`src/hw/rtl/byte_stream_transform_unit_macros.svh`:
```
// assertion helpers shared by the rtl
`ifndef BYTE_STREAM_TRANSFORM_UNIT_MACROS_SVH
`define BYTE_STREAM_TRANSFORM_UNIT_MACROS_SVH

// same-cycle implication, checked outside reset
`define BSTU_ASSERT_NOW(label, clk, rst, ante, cons) \
   label: assert property (@(posedge clk) disable iff (rst) (ante) |-> (cons)) \
      else $error("bstu check failed");

// next-cycle implication, checked outside reset
`define BSTU_ASSERT_NEXT(label, clk, rst, ante, cons) \
   label: assert property (@(posedge clk) disable iff (rst) (ante) |=> (cons)) \
      else $error("bstu check failed");

`endif

```
`src/hw/rtl/bstu_pkg.sv`:
```
package bstu_pkg;

   // operating modes
   localparam logic [1:0] MODE_SLICE  = 2'd0;
   localparam logic [1:0] MODE_XOR    = 2'd1;
   localparam logic [1:0] MODE_HEX    = 2'd2;
   localparam logic [1:0] MODE_BASE64 = 2'd3;

   // register indexes
   localparam logic CSR_MODE       = 1'b0;
   localparam logic CSR_KEY_LENGTH = 1'b1;

   // input item kinds
   localparam logic FUNC_KEY  = 1'b0;
   localparam logic FUNC_DATA = 1'b1;

   // fault codes
   localparam logic [2:0] FAULT_OK       = 3'd0;
   localparam logic [2:0] FAULT_HEX      = 3'd1;
   localparam logic [2:0] FAULT_B64_LEN  = 3'd2;
   localparam logic [2:0] FAULT_PAD_POS  = 3'd3;
   localparam logic [2:0] FAULT_SYMBOL   = 3'd4;
   localparam logic [2:0] FAULT_PAD_BITS = 3'd5;

   localparam logic [7:0] PAD_CHAR = 8'h3d;

   // front to back queue
   localparam int Q_DEPTH = 4;
   localparam int Q_AW    = $clog2(Q_DEPTH);
   localparam int Q_LW    = $clog2(Q_DEPTH + 1);

   // wide enough for any key depth and any key_length value
   localparam int LEN_W = 17;

   typedef struct packed {
      logic [1:0]  mode;
      logic [12:0] key_length;
   } cfg_type;

   // one queue entry: up to three result bytes from one input item
   typedef struct packed {
      logic [23:0] data;
      logic [1:0]  last_idx;
      logic        byte_valid;
      logic        done;
      logic [2:0]  fault;
   } entry_type;

   // {invalid, value}
   function automatic logic [4:0] hex_value(input logic [7:0] c);
      logic [4:0] r;
      r = 5'h10;
      if (c >= 8'h30 && c <= 8'h39) r = {1'b0, 4'(c - 8'h30)};
      else if (c >= 8'h61 && c <= 8'h66) r = {1'b0, 4'(c - 8'h57)};
      else if (c >= 8'h41 && c <= 8'h46) r = {1'b0, 4'(c - 8'h37)};
      return r;
   endfunction

   // {invalid, value} over the standard alphabet
   function automatic logic [6:0] b64_value(input logic [7:0] c);
      logic [6:0] r;
      r = 7'h40;
      if (c >= 8'h41 && c <= 8'h5a) r = {1'b0, 6'(c - 8'h41)};
      else if (c >= 8'h61 && c <= 8'h7a) r = {1'b0, 6'(c - 8'h47)};
      else if (c >= 8'h30 && c <= 8'h39) r = {1'b0, 6'(c + 8'h04)};
      else if (c == 8'h2b) r = 7'd62;
      else if (c == 8'h2f) r = 7'd63;
      return r;
   endfunction

endpackage

```
`src/hw/rtl/bstu_back.sv`:
```
module bstu_back import bstu_pkg::*; (
   input  logic       clock,
   input  logic       reset,
   input  entry_type  q_head,
   input  logic       q_nonempty,
   output logic       q_pop,
   output logic       empty,
   input  logic       pop,
   output logic [7:0] rsp_out_byte,
   output logic       rsp_byte_valid,
   output logic       rsp_run_last,
   output logic       rsp_stream_done,
   output logic [2:0] rsp_fault
);

   logic       rsp_valid_ff, rsp_valid_in;
   logic [1:0] sub_ff, sub_in;
   logic [7:0] byte_ff, byte_in;
   logic       bvalid_ff, last_ff, done_ff, last_in;
   logic [2:0] fault_ff;
   logic       load;

   assign load    = q_nonempty && (!rsp_valid_ff || pop);
   assign last_in = sub_ff == q_head.last_idx;
   assign q_pop   = load && last_in;

   always_comb begin
      case (sub_ff)
         2'd0:    byte_in = q_head.data[23:16];
         2'd1:    byte_in = q_head.data[15:8];
         default: byte_in = q_head.data[7:0];
      endcase
      sub_in = sub_ff;
      if (load) sub_in = last_in ? 2'd0 : sub_ff + 2'd1;
      rsp_valid_in = rsp_valid_ff;
      if (load) rsp_valid_in = 1'b1;
      else if (pop) rsp_valid_in = 1'b0;
   end

   always_ff @(posedge clock) begin
      if (reset) begin
         rsp_valid_ff <= 1'b0;
         sub_ff       <= '0;
      end else begin
         rsp_valid_ff <= rsp_valid_in;
         sub_ff       <= sub_in;
      end
   end

   always_ff @(posedge clock) begin
      if (load) begin
         byte_ff   <= byte_in;
         bvalid_ff <= q_head.byte_valid;
         last_ff   <= last_in;
         done_ff   <= q_head.done && last_in;
         fault_ff  <= q_head.fault;
      end
   end

   assign empty           = !rsp_valid_ff;
   assign rsp_out_byte    = byte_ff;
   assign rsp_byte_valid  = bvalid_ff;
   assign rsp_run_last    = last_ff;
   assign rsp_stream_done = done_ff;
   assign rsp_fault       = fault_ff;

endmodule
```
`config.mk`:
```
export PLATFORM = sky130hd
export DESIGN_NAME = bstu_back
export DESIGN_NICKNAME = d
export VERILOG_FILES = /design/src/hw/rtl/byte_stream_transform_unit_macros.svh /design/src/hw/rtl/bstu_pkg.sv /design/src/hw/rtl/bstu_back.sv
export SDC_FILE = /design/constraint.sdc
export NUM_CORES = 1
export LEC_CHECK = 0
export BUFFER_PORTS_ARGS = -buffer_cell sky130_fd_sc_hd__buf_2
export CAP_MARGIN = 40
export CORE_UTILIZATION = 43
export CTS_CLUSTER_SIZE = 30
export DETAILED_ROUTE_END_ITERATION = 10
export HOLD_SLACK_MARGIN = 0.03
export PLACE_DENSITY = 0.82
export SLEW_MARGIN = 40
export SYNTH_ARGS = -nofsm -noshare
export SYNTH_HDL_FRONTEND = slang
export SYNTH_SLANG_ARGS = --single-unit
```
`constraint.sdc`:
```
create_clock -name clock -period 3.25 [get_ports clock]
set_input_delay 0.325 -clock clock [delete_from_list [all_inputs] [get_ports clock]]
set_output_delay 0.325 -clock clock [all_outputs]
set_load 0.03 [all_outputs]
```
==> flow_summary.ini <==
[run_status]
status = completed

[timing]
final_max_slew_viol_count = 0
period_minus_slack_ns = 1.66
setup_ws_ns = 1.59
final.setup.tns_ns = 0
skew_ns = 0.000318
hold_violations = 0
rsz0062_at_grt = false
period_share = 0.511
tightestPinTransition_ns = 0.387
fmax_mhz = 602
slew_headroom = 0.742
finalSetupViolations = 0

[cts]
htree_num_levels = 1
cts.path.max_buffers = 2
cts_made_buffers = 3
clock_sinks = 17
cts_resized = 0
cts_setup_buffers = 0
hold_buffers = 0
clkTransAtPathRegs_ns = 0.09
root_buffer = clkbuf_4
clock_latency_ns = 0.28
cts_tree = built

[route]
drt_wl_total_microns = 1580
firstDrtPassIters = 4
wl_per_cell_microns = 11.4
drtAntennaViolNets = 0
vias = 663
drc = 0
via_per_inst = 4.77
initialDrtViolationCount = 12

[placed_design]
gp_congestion = 0.838
pre_cts_slack_ns = 1.78
portBuffers = 50
hpwlAfterDp_microns = 1250

[worst_setup_path]
crit_path_cell_trace = xor2_1, nor2_2, and2_1, buf_2
critPathLaunchType = flip-flop
arrival_ns = 1.34
crit_path_max_incr_delay_ns = 0.41
crit_type = reg -> out
cp_max_fo = 4
crit_slowest_cell = dfxtp_1
required_ns = 2.92
worstSetupEndpointType = primary output

[global_routing]
grt_pass1_wl_microns = 2580
antenna_found_initial = 0
grt_max_degree = 18
grt_pass1_vias = 600
overflow = 0
grt_use_total = 0.181

[die]
num_rows = 14
die_height_microns = 44.3
die_w_microns = 44.3
coreArea_sq_um = 1590
io-pin-count = 51
die_area_sq_um = 1970
start_util = 0.484

[synth]
yosys_warnings = 0
ys_async_sr_fraction = 0
synth_seq_cells = 17
synth_top_cell_by_area = edfxtp_1
synth_cell_type_count = 19
synth-seq-area-share = 0.623
synth_top_area_share = 0.545
post-synth-top-count-cell = nand2_1
synthTopCellsByCount = nand2_1, edfxtp_1, a22oi_1
syn_area_sq_um = 771
ys.flop_type = edfxtp_1
syn_nets = 100
syn_area_per_cell_sq_um = 12.2
synth_edf_count = 14
yosys-top-cells-area = edfxtp_1, dfxtp_1, a22oi_1
synthCells = 63

[run]
drv_cap = 0

[cells_and_area]
fin_nets = 153
n_antenna_cell = 0
drive_gt1_frac = 0.513
area_growth_pct = 38.6
fill_cells = 141

[pwr]
p_leak_nw = 0.515
ir_drop_mv = 0.320
finalPower_mw = 0.513
powerDensity_nw_per_um2 = 480

[min_path]
min-delay-path-class = in -> reg
where the power goes:
part,switching (mW),leakage [nW],internal (mW)
Clock,0.0599,0.0177,0.0456
Sequential,0.00596,0.161,0.262
Combinational,0.0891,0.336,0.0503
worst paths after layout:
| path | startpoint | endpoint | slack [ns] | cells past startpoint |
|---|---|---|---|---|
| worst min register to register | rsp_valid_ff | rsp_valid_ff | 0.53 | 2 |
| worst max-delay path | sub_ff[0] | q_pop | 1.59 | 4 |
| worst max register to register | sub_ff[1] | rsp_out_byte[5] | 1.87 | 5 |
| worst min-delay path | q_head[2] | rsp_fault[2] | 0.22 | 1 |
stage by stage:
stage	util	cell area (sq um)	cells	hold slack (ns)
2_1_floorplan	-	771	63	0.394
3_3_place_gp	0.653	1040	135	0.509
3_5_place_dp	0.653	1040	135	0.504
4_1_cts	0.670	1070	139	0.207
5_1_grt	0.670	1070	139	0.187
6_report	0.670	1070	139	0.216
metal layers:
metal	routed length [microns]	vias up	share of wire	track usage
met5	0	-	0	0
met4	21	0	0.013	0.103
met3	91	2	0.058	0.0367
met2	814	29	0.52	0.291
met1	652	300	0.41	0.228
li1	-	332	-	-
area by class of cell:
| cell class | instances | area [sq um] | area share |
|---|---|---|---|
| Clock inverter | 1 | 5.00 | 0.00468 |
| Inverter | 4 | 15.0 | 0.0141 |
| Sequential cell | 17 | 480 | 0.450 |
| Clock buffer | 3 | 22.5 | 0.0211 |
| Multi-Input combinational cell | 40 | 265 | 0.248 |
| Tap cell | 24 | 30.0 | 0.0281 |
| Timing Repair Buffer | 50 | 250 | 0.234 |
sequential cells by signal (all words and copies together) (netlist names):
name / cells
sub_ff: 2
rsp_out_byte: 8
rsp_valid_ff: 1
rsp_stream_done: 1
rsp_byte_valid: 1
rsp_run_last: 1
rsp_fault: 3
worst max-delay path: cells and delay by family, from the launching register on:
family                    cells  cell delay, ns
xor gates and xnor gates      1            0.24
and+or+nand+nor               2            0.23
buffers and inverters         1            0.17
DFF                           1            0.41
cells by family (layout without fill, tap and decap cells):
logic type                 count (synthesis)  in the layout  share of synthesized area
AOI/OAI and AO/OA                         12             12                      0.127
xor gates and xnor gates                   2              2                     0.0227
adders and majority gates                  2              2                     0.0325
buffers and inverters                      6             58                     0.0325
DFF                                       17             17                      0.623
and+or+nand+nor                           24             24                      0.162
cells in the final DEF (no fill, tap or decap), drive strengths merged, types with 2 or more instances in the layout:
| cell | netlist | layout |
|---|---|---|
| clkbuf | 0 | 3 |
| ha | 2 | 2 |
| nor2 | 3 | 3 |
| a22oi | 8 | 8 |
| and2 | 3 | 3 |
| inv | 4 | 4 |
| edfxtp | 14 | 14 |
| xor2 | 2 | 2 |
| dfxtp | 3 | 3 |
| nand2 | 16 | 16 |
| buf | 2 | 50 |
No activity file was read; power rests on OpenSTA's default activity.
