--- src/hw/rtl/byte_stream_transform_unit_macros.svh ---
// assertion helpers shared by the rtl
`ifndef BYTE_STREAM_TRANSFORM_UNIT_MACROS_SVH
`define BYTE_STREAM_TRANSFORM_UNIT_MACROS_SVH

// same-cycle implication, checked outside reset
`define BSTU_ASSERT_NOW(label, clk, rst, ante, cons) \
   label: assert property (@(posedge clk) disable iff (rst) (ante) |-> (cons)) \
      else $error("bstu check failed");

// next-cycle implication, checked outside reset
`define BSTU_ASSERT_NEXT(label, clk, rst, ante, cons) \
   label: assert property (@(posedge clk) disable iff (rst) (ante) |=> (cons)) \
      else $error("bstu check failed");

`endif

--- src/hw/rtl/bstu_pkg.sv ---
package bstu_pkg;

   // operating modes
   localparam logic [1:0] MODE_SLICE  = 2'd0;
   localparam logic [1:0] MODE_XOR    = 2'd1;
   localparam logic [1:0] MODE_HEX    = 2'd2;
   localparam logic [1:0] MODE_BASE64 = 2'd3;

   // register indexes
   localparam logic CSR_MODE       = 1'b0;
   localparam logic CSR_KEY_LENGTH = 1'b1;

   // input item kinds
   localparam logic FUNC_KEY  = 1'b0;
   localparam logic FUNC_DATA = 1'b1;

   // fault codes
   localparam logic [2:0] FAULT_OK       = 3'd0;
   localparam logic [2:0] FAULT_HEX      = 3'd1;
   localparam logic [2:0] FAULT_B64_LEN  = 3'd2;
   localparam logic [2:0] FAULT_PAD_POS  = 3'd3;
   localparam logic [2:0] FAULT_SYMBOL   = 3'd4;
   localparam logic [2:0] FAULT_PAD_BITS = 3'd5;

   localparam logic [7:0] PAD_CHAR = 8'h3d;

   // front to back queue
   localparam int Q_DEPTH = 4;
   localparam int Q_AW    = $clog2(Q_DEPTH);
   localparam int Q_LW    = $clog2(Q_DEPTH + 1);

   // wide enough for any key depth and any key_length value
   localparam int LEN_W = 17;

   typedef struct packed {
      logic [1:0]  mode;
      logic [12:0] key_length;
   } cfg_type;

   // one queue entry: up to three result bytes from one input item
   typedef struct packed {
      logic [23:0] data;
      logic [1:0]  last_idx;
      logic        byte_valid;
      logic        done;
      logic [2:0]  fault;
   } entry_type;

   // {invalid, value}
   function automatic logic [4:0] hex_value(input logic [7:0] c);
      logic [4:0] r;
      r = 5'h10;
      if (c >= 8'h30 && c <= 8'h39) r = {1'b0, 4'(c - 8'h30)};
      else if (c >= 8'h61 && c <= 8'h66) r = {1'b0, 4'(c - 8'h57)};
      else if (c >= 8'h41 && c <= 8'h46) r = {1'b0, 4'(c - 8'h37)};
      return r;
   endfunction

   // {invalid, value} over the standard alphabet
   function automatic logic [6:0] b64_value(input logic [7:0] c);
      logic [6:0] r;
      r = 7'h40;
      if (c >= 8'h41 && c <= 8'h5a) r = {1'b0, 6'(c - 8'h41)};
      else if (c >= 8'h61 && c <= 8'h7a) r = {1'b0, 6'(c - 8'h47)};
      else if (c >= 8'h30 && c <= 8'h39) r = {1'b0, 6'(c + 8'h04)};
      else if (c == 8'h2b) r = 7'd62;
      else if (c == 8'h2f) r = 7'd63;
      return r;
   endfunction

endpackage

--- src/hw/rtl/bstu_queue.sv ---
module bstu_queue import bstu_pkg::*; (
   input  logic            clock,
   input  logic            reset,
   input  logic            q_push,
   input  entry_type       q_entry,
   input  logic            q_pop,
   output entry_type       q_head,
   output logic            q_nonempty,
   output logic [Q_LW-1:0] q_level
);

   entry_type       mem_ff [Q_DEPTH];
   logic [Q_AW-1:0] wr_ptr_ff, wr_ptr_in;
   logic [Q_AW-1:0] rd_ptr_ff, rd_ptr_in;
   logic [Q_LW-1:0] level_ff, level_in;

   always_comb begin
      wr_ptr_in = q_push ? wr_ptr_ff + Q_AW'(1) : wr_ptr_ff;
      rd_ptr_in = q_pop ? rd_ptr_ff + Q_AW'(1) : rd_ptr_ff;
      level_in  = level_ff + Q_LW'(q_push) - Q_LW'(q_pop);
   end

   always_ff @(posedge clock) begin
      if (reset) begin
         wr_ptr_ff <= '0;
         rd_ptr_ff <= '0;
         level_ff  <= '0;
      end else begin
         wr_ptr_ff <= wr_ptr_in;
         rd_ptr_ff <= rd_ptr_in;
         level_ff  <= level_in;
      end
   end

   always_ff @(posedge clock) begin
      if (q_push) mem_ff[wr_ptr_ff] <= q_entry;
   end

   assign q_head     = mem_ff[rd_ptr_ff];
   assign q_nonempty = level_ff != '0;
   assign q_level    = level_ff;

endmodule

--- config.mk ---
export PLATFORM = sky130hd
export DESIGN_NAME = bstu_queue
export DESIGN_NICKNAME = d
export VERILOG_FILES = /design/src/hw/rtl/byte_stream_transform_unit_macros.svh /design/src/hw/rtl/bstu_pkg.sv /design/src/hw/rtl/bstu_queue.sv
export SDC_FILE = /design/constraint.sdc
export NUM_CORES = 1
export LEC_CHECK = 0
export CAP_MARGIN = 0
export CORE_MARGIN = 2
export CORE_UTILIZATION = 40
export CTS_CLUSTER_DIAMETER = 100
export DETAILED_ROUTE_END_ITERATION = 8
export DONT_BUFFER_PORTS = 1
export SLEW_MARGIN = 20
export SYNTH_ARGS = -nofsm -noshare
export SYNTH_HDL_FRONTEND = slang
export SYNTH_SLANG_ARGS = --single-unit
export TNS_END_PERCENT = 5
--- constraint.sdc ---
create_clock -name clock -period 2 [get_ports clock]
set_input_delay 0.4 -clock clock [delete_from_list [all_inputs] [get_ports clock]]
set_output_delay 0.4 -clock clock [all_outputs]
set_load 0.05 [all_outputs]
==> results of run 1 <==
logic make-up (layout without fill, tap and decap cells):
kind of cell | Yosys count | after routing | share of synthesized area, %
xor gates and xnor gates | 3 | 3 | 0.841
and+or+nand+nor | 13 | 13 | 1.43
AOI/OAI and AO/OA | 2 | 2 | 0.306
adders and majority gates | 7 | 7 | 1.94
muxes | 32 | 32 | 14.5
DFF | 133 | 133 | 79.5
buffers and inverters | 12 | 50 | 1.45
area by class of cell:
cell class / count / area, µm² / area share (%)
flip-flops and latches: 133 / 3910 / 67.8
multi-input cells: 57 / 935 / 16.2
clock buffers: 20 / 437 / 7.58
well taps: 147 / 184 / 3.19
repair buffers: 13 / 141 / 2.45
clock inverters: 11 / 135 / 2.34
inverters: 6 / 22.5 / 0.391
through the flow:
stage / total power (µW) / setup TNS, ns / worst slack, ns / utilization [%]
after floorplan: 4070 / 0 / 0.118 / -
after global placement: 4200 / 0 / 0.283 / 42.9
after detailed placement: 4210 / 0 / 0.257 / 42.9
after CTS: 7260 / -3.88 / -0.152 / 48.0
after global routing: 7410 / -4.45 / -0.171 / 48.0
final: 7150 / -2.59 / -0.104 / 48.0
state kept, by name (all words and copies together), names as in the netlist, named ones only:
register and cells:
mem_ff 124, rd_ptr_ff 2, q_level 3, wr_ptr_ff 2
cell usage after synthesis:
master	instances
a21bo_2	1
a21oi_1	1
and2_1	4
buf_2	3
buf_6	3
dfxtp_1	9
edfxtp_1	124
fa_1	1
ha_1	6
inv_1	6
mux2i_1	1
mux4_1	1
mux4_2	30
nand3b_1	1
nor2_1	5
nor2b_1	2
or3_1	1
xnor2_1	2
xor3_1	1
power groups by stage:
stage                     sequential, µW  clock, µW  combinational (µW)
final                               3250       3000                 910
after global placement              3290          0                 905
after global routing                3260       3190                 963
after detailed placement            3300          0                 911
after floorplan                     3350          0                 717
after CTS                           3250       3080                 932
routing by layer:
metal	up-vias	wire length [µm]	track usage, %
li1	891	-	-
met1	1040	3210	15.2
met2	65	4150	22.2
met3	10	633	7.22
met4	0	186	7.23
met5	-	0	0
path summary, 6_finish.rpt:
kind / to / slack [ns] / cells past startpoint / startpoint
min: flip-flop / 0.05 / 1 / reset
min reg2reg: flip-flop / 0.54 / 2 / rd_ptr_ff[0]
max reg2reg: mem_ff[2][29] / 0.31 / 3 / wr_ptr_ff[0]
max: q_head[7] / -0.10 / 2 / flip-flop
what timing repair did:
action | CTS | global route
cloned | 1 | 0
endpoints found under the setup margin | 31 | 31
resized for setup | 6 | 0
hold buffers | 0 | 0
==> results_dict.tcl, run 1 <==
set metrics [dict create \
    grt_pass1_vias 2185 \
    violations "setup timing" \
    stdcell_area_um2 5760 \
    required_ns 1.60 \
    start_util_pct 40.9 \
    fmax_mhz 475 \
    final_cells 387 \
    nets 270 \
    grt.overflow.total 0 \
    synth_seq_area_share_pct 79.5 \
    clock_latency_ns 0.42 \
    drt_iter0_markers 104 \
    totalWireLength_mm 8.18 \
    gp_congestion 0.650 \
    diodes 0 \
    irDropWorstVdd_uv 692 \
    post_drt_wl_per_cell_um 21.1 \
    rows 40 \
    synthTopCellsByArea "edfxtp_1 76%, mux4_2 14%, dfxtp_1 3.7%" \
    htreeDepth 4 \
    grt_max_degree 32 \
    area_growth_pct 17.4 \
    fill_cells 992 \
    slew_violations 0 \
    crit_type "flip-flop to primary output" \
    antenna_found_initial 0 \
    intPower_uw 5410 \
    skew_ns 0.00632 \
    core_area_um2 12000 \
    mostFrequentLayoutCells "124 x edfxtp_1, 31 x mux4_2, 17 x clkbuf_16" \
    clock-sinks 133 \
    cts-root-buf "clkbuf_16" \
    synth.avg_cell_area_um2 24.3 \
    max_cap_viol_count 0 \
    rsz0062_at_grt "yes" \
    pwr-share-seq_pct 45.4 \
    dieArea_um2 13200 \
    netlist_area_um2 4910 \
    syn_nets 244 \
    io_pins 70 \
    syn-instance-count 202 \
    vias_per_cell 5.18 \
    critPathLaunchType "flip-flop" \
    drive_above_1_share_pct 31.7 \
    drcViolationCount 0 \
    ys_seq_elements 133 \
    clk_path_buf_depth 2 \
    outcome "finished with violations" \
    period_share_pct 105 \
    max_slew_margin_pct 42.9 \
    pwr-share-comb_pct 12.7 \
    tightest_slew_ns 0.857 \
    hold_slack_ns 0.0451 \
    cp_top_family "multiplexers" \
    pwr_density_cell_nw_per_um2 1240 \
    crit_buf_inv 1 \
    synth_cell_types 19 \
    final_antenna_net_count 0 \
    setup_ws_ns -0.104 \
    cts_tree "yes" \
    post_cts_buffers 0 \
    grt_pass1_wl_mm 12.5 \
    crit_slowest_cell "mux4_2" \
    num_vias 2006 \
    leakagePower_uw 0.00187 \
    setup_violations 31 \
    endpoint_kind "primary output" \
    yosys_warnings 0 \
    switchingPower_uw 1750 \
    arrival_ns 1.70 \
    final_common_cell "edfxtp_1" \
    clkTransAtPathRegs_ns 0.05 \
    cts_made_buffers 17 \
    place_inst 355 \
    hp-class "primary input to flip-flop" \
    grtUsageTotal_pct 13.9 \
    period_needed_ns 2.10 \
    io_buffer_count 0 \
    placed_area_um2 5150 \
    die_h_um 115 \
    switching_share_pct 24.5 \
    crit_fanout 13 \
    slowest_delay_ns 0.69 \
    hold_viol_final 0 \
    die_width_um 115 \
    synth_top_area_share_pct 75.9 \
    hpwl_mm 4.71 \
    path_cells "buf_12, mux4_2" \
    yosysTopAreaCell "edfxtp_1" \
    first_pass_iters 4 \
    pwr-share-clk_pct 41.9 \
]
Note: power is estimated with default switching activity, not from simulation.
==> run 2, diff against run 1 <==
==> constraint.sdc (replaced) <==
create_clock -name clock -period 2 [get_ports clock]
set_input_delay 0.3 -clock clock [delete_from_list [all_inputs] [get_ports clock]]
set_output_delay 0.3 -clock clock [all_outputs]
set_load 0.05 [all_outputs]
==> run 2 against run 1 <==
Net effect:
- the run still ends with setup timing left
- sequential cell count unchanged
- clock skew up 0.0012 ns
- design area up 6.7%
- wire length up 2.0%
- final cell count up 8.5%
- die area unchanged
- register-to-register slack better by 0.02 ns
- largest cell class unchanged
==> results_dict.tcl, run 2 (synthesis results as in run 1) <==
set metrics [dict create \
    final_common_cell "edfxtp_1" \
    critPathLaunchType "flip-flop" \
    start_util_pct 40.9 \
    area_growth_pct 25.2 \
    outcome "finished with violations" \
    regArea_um2 3910 \
    largest_register "mem_ff" \
    tightest_slew_ns 0.871 \
    drt_iter0_markers 168 \
    drcViolationCount 0 \
    multiInputGateArea_um2 935 \
    setup_violations 7 \
    skew_ns 0.00756 \
    crit_fanout 12 \
    grt_pass1_vias 2251 \
    cts_made_buffers 17 \
    rsz0062_at_grt "yes" \
    required_ns 1.70 \
    htreeDepth 4 \
    fin_tns_setup_ns -0.00691 \
    endpoint_kind "primary output" \
    irDropWorstVdd_uv 696 \
    cts_tree "yes" \
    io_pins 70 \
    antenna_found_initial 0 \
    die_h_um 115 \
    drive_above_1_share_pct 29.7 \
    mostFrequentLayoutCells "124 x edfxtp_1, 32 x dlygate4sd3_1, 31 x mux4_2" \
    clock_latency_ns 0.41 \
    fill_cells 950 \
    finalCoreUtilization_pct 51.2 \
    totalWireLength_mm 8.34 \
    pre_cts_ws_ns 0.280 \
    violations "setup timing" \
    clock-sinks 133 \
    diodes 0 \
    num_vias 2121 \
    cts-root-buf "clkbuf_16" \
    grt.overflow.total 0 \
    clkTransAtPathRegs_ns 0.05 \
    arrival_ns 1.70 \
    max_slew_margin_pct 41.9 \
    largest_reg_flops 124 \
    crit_type "flip-flop to primary output" \
    io_buffer_count 0 \
    period_needed_ns 2.00 \
    core_area_um2 12000 \
    dieArea_um2 13200 \
    hold_viol_final 0 \
    setup_ws_ns -0.00226 \
    pwr_density_cell_nw_per_um2 1210 \
    grtUsageTotal_pct 13.9 \
    post_cts_buffers 0 \
    first_pass_iters 4 \
    grt_pass1_wl_mm 12.7 \
    gp_congestion 0.663 \
    slew_violations 0 \
    nets 303 \
    die_width_um 115 \
    fmax_mhz 499 \
    hp-class "primary input to flip-flop" \
    hpwl_mm 4.60 \
    max_cap_viol_count 0 \
    grt_max_degree 32 \
    vias_per_cell 5.05 \
    post_drt_wl_per_cell_um 19.9 \
    final_antenna_net_count 0 \
    rows 40 \
    period_share_pct 100 \
    leakagePower_uw 0.00203 \
    clk_path_buf_depth 2 \
]
[run 2: changes by cell type in the layout (fill, tap and decap cells not counted), sizes merged]
cell / change
clkinvlp: +2
bufinv: +1
clkinv: -1
clkbuf: -2
inv: +1
dlygate4sd3: +32
[run 2: per-stage QoR]
stage	cells	hold WS [ns]	instance area (µm²)	power (µW)
2_1_floorplan	202	0.372	4910	4070
3_3_place_gp	355	0.372	5150	4200
3_5_place_dp	355	0.371	5150	4210
4_1_cts	419	0.0425	6120	7500
5_1_grt	420	0.0506	6150	7680
6_report	420	0.0559	6150	7410
[run 2: critical path: stages (launching register included)]
cell and delay (ns):
dfxtp_4 0.42, buf_16 0.19, mux4_2 0.68
[run 2: final timing paths]
path / from / slack [ns] / cells past startpoint / to
setup / recovery: flip-flop / -0.002 / 2 / q_head[25]
hold / removal: q_push / 0.06 / 2 / wr_ptr_ff[1]
setup reg to reg: wr_ptr_ff[0] / 0.33 / 3 / mem_ff[0][23]
hold reg to reg: rd_ptr_ff[1] / 0.53 / 2 / flip-flop
[run 2: cell type report]
type | count | area share [%]
clock buffer | 17 | 6.92
clock inverter | 14 | 3.01
inverter | 6 | 0.366
multi-input combinational | 57 | 15.2
sequential | 133 | 63.6
tap | 147 | 2.99
timing repair buffer | 46 | 7.92
[run 2: per-layer routing]
layer	track usage (%)	vias up	routed length (µm)
met2	22.6	52	4250
met4	7.47	0	181
li1	-	961	-
met3	6.17	16	503
met1	15.5	1092	3410
met5	0	-	0
[run 2: timing repair]
action	CTS	global route
hold endpoints to repair	133	0
gates cloned	1	1
setup endpoints to repair	26	30
pin swaps	0	0
hold buffers	32	0
gates resized for setup	6	0
[run 2: power by group]
part | switching [µW] | leakage (µW) | total (µW) | internal [µW]
Combinational | 676 | 0.000529 | 997 | 321
Sequential | 45.8 | 0.00121 | 3250 | 3200
Clock | 1100 | 0.000286 | 3170 | 2060
==> run 3, diff against run 2 <==
--- a/config.mk
+++ b/config.mk
@@ -7,10 +7,11 @@
 export LEC_CHECK = 0
 export CAP_MARGIN = 0
 export CORE_MARGIN = 2
-export CORE_UTILIZATION = 40
+export CORE_UTILIZATION = 35
 export CTS_CLUSTER_DIAMETER = 100
 export DETAILED_ROUTE_END_ITERATION = 8
 export DONT_BUFFER_PORTS = 1
+export PLACE_DENSITY = 0.51
 export SLEW_MARGIN = 20
 export SYNTH_ARGS = -nofsm -noshare
 export SYNTH_HDL_FRONTEND = slang
==> constraint.sdc (replaced) <==
create_clock -name clock -period 1.9 [get_ports clock]
set_input_delay 0.285 -clock clock [delete_from_list [all_inputs] [get_ports clock]]
set_output_delay 0.285 -clock clock [all_outputs]
set_load 0.05 [all_outputs]
==> run 3 against run 2 <==
Net effect:
- the run still ends with setup timing left
- utilization fell by 6.4 points
- combinational power rose by 6%
- final cell count rose by 8.3%
- critical path type unchanged
- highest routed layer unchanged
==> results_dict.tcl, run 3 (synthesis results as in run 1) <==
set metrics [dict create \
    diodes 0 \
    antenna_found_initial 0 \
    largest_reg_flops 124 \
    regArea_um2 3910 \
    setup_violations 31 \
    gp_congestion 0.691 \
    skew_ns 0.00325 \
    fmax_mhz 510 \
    post_cts_buffers 0 \
    nets 304 \
    r2r-end "mem_ff[2][2]" \
    slew_violations 0 \
    period_share_pct 103 \
    post_drt_wl_per_cell_um 19.2 \
    clk_path_buf_depth 2 \
    clkTransAtPathRegs_ns 0.06 \
    start_util_pct 35.6 \
    die_width_um 122 \
    mostFrequentLayoutCells "124 x edfxtp_1, 32 x dlygate4sd3_1, 31 x mux4_2" \
    cts_made_buffers 17 \
    final_cells 455 \
    endpoint_kind "primary output" \
    first_pass_iters 4 \
    cts_tree "yes" \
    grt.overflow.total 0 \
    drive_above_1_share_pct 28.7 \
    hold_depth 2 \
    htreeDepth 4 \
    arrival_ns 1.68 \
    pre_cts_ws_ns 0.172 \
    hold_end "wr_ptr_ff[0]" \
    total_power_uw 7650 \
    grt_max_degree 32 \
    pwr-share-comb_pct 13.8 \
    irDropWorstVdd_uv 656 \
    critPathLaunchType "flip-flop" \
    multiInputGateArea_um2 935 \
    crit_fanout 5 \
    io_buffer_count 0 \
    switching_share_pct 24.8 \
    hold_viol_final 0 \
    final_antenna_net_count 0 \
    drt_iter0_markers 119 \
    place_inst 391 \
    hpwl_mm 5.28 \
    pwr_density_cell_nw_per_um2 1240 \
    core_area_um2 13800 \
    fill_cells 1218 \
    grtUsageTotal_pct 12.8 \
    required_ns 1.62 \
    period_needed_ns 1.96 \
    max_slew_margin_pct 42.8 \
    outcome "finished with violations" \
    pwr-share-clk_pct 41.5 \
    num_vias 2187 \
    leakagePower_uw 0.00203 \
    hp-class "primary input to flip-flop" \
    largest_register "mem_ff" \
    rows 43 \
    cts-root-buf "clkbuf_16" \
    drcViolationCount 0 \
    tightest_slew_ns 0.858 \
    vias_per_cell 4.81 \
    dieArea_um2 15000 \
    grt_pass1_wl_mm 13.4 \
    die_h_um 122 \
    totalWireLength_mm 8.73 \
    hold_slack_ns 0.0310 \
    crit_type "flip-flop to primary output" \
    rsz0062_at_grt "yes" \
    io_pins 70 \
    clock_latency_ns 0.41 \
    violations "setup timing" \
    pwr-share-seq_pct 44.7 \
    max_cap_viol_count 0 \
    switchingPower_uw 1900 \
    area_growth_pct 25.7 \
    setup_ws_ns -0.0607 \
    ff2ff_path_depth 3 \
    clock-sinks 133 \
    r2r_start "wr_ptr_ff[0]" \
    regToRegSetupSlack_ns 0.24 \
    min-delay-start "q_push" \
    final_common_cell "edfxtp_1" \
    grt_pass1_vias 2330 \
    intPower_uw 5750 \
]
-- run 3: cell type report --
cell class,instances,area share [%]
repair buffers,47,8.21
inverters,6,0.365
clock inverters,11,2.17
flip-flops and latches,133,63.3
multi-input cells,57,15.1
clock buffers,21,7.14
well taps,180,3.65
-- run 3: power groups by stage --
stage | Clock (µW) | Sequential, µW | Combinational [µW]
after floorplan | 0 | 3530 | 755
after global placement | 0 | 3470 | 973
after detailed placement | 0 | 3480 | 977
after CTS | 3260 | 3420 | 1080
after global routing | 3380 | 3430 | 1120
final | 3170 | 3420 | 1060
-- run 3: timing repair --
| item | CTS | global route |
|---|---|---|
| resized for setup | 14 | 0 |
| hold endpoints to repair | 133 | 0 |
| setup endpoints to repair | 31 | 31 |
| hold buffers | 32 | 0 |
-- run 3: routing by layer --
| metal | wire [µm] | global-route usage (%) |
|---|---|---|
| met4 | 211 | 7.26 |
| met1 | 3500 | 15.4 |
| met5 | 0 | 0 |
| met3 | 624 | 5.62 |
| met2 | 4390 | 19.3 |
-- run 3: how the worst max path moves through the flow --
| stage | cells past startpoint | endpoint | startpoint | slack (ns) |
|---|---|---|---|---|
| 2_1_floorplan | 7 | q_level[2] | q_level[0] | 0.02 |
| 5_1_grt | 3 | q_head[30] | flip-flop | -0.12 |
| 4_1_cts | 3 | q_head[30] | flip-flop | -0.1 |
| 3_5_place_dp | 3 | mem_ff[2][27] | wr_ptr_ff[0] | 0.17 |
| 6_report | 3 | q_head[30] | flip-flop | -0.06 |
| 3_3_place_gp | 3 | mem_ff[2][27] | wr_ptr_ff[0] | 0.20 |
-- run 3: per-stage QoR --
stage               TNS (ns)  util (%)  area [µm²]
floorplan                  0         -        4910
global placement           0      38.0        5230
detailed placement         0      38.0        5230
CTS                    -2.50      44.8        6170
global route           -3.15      44.8        6170
finish                 -1.31      44.8        6170
-- run 3: critical path, stage by stage (launching register included) --
cell     delay [ns]
dfxtp_4        0.41
buf_8          0.15
mux4_2         0.53
buf_6          0.17
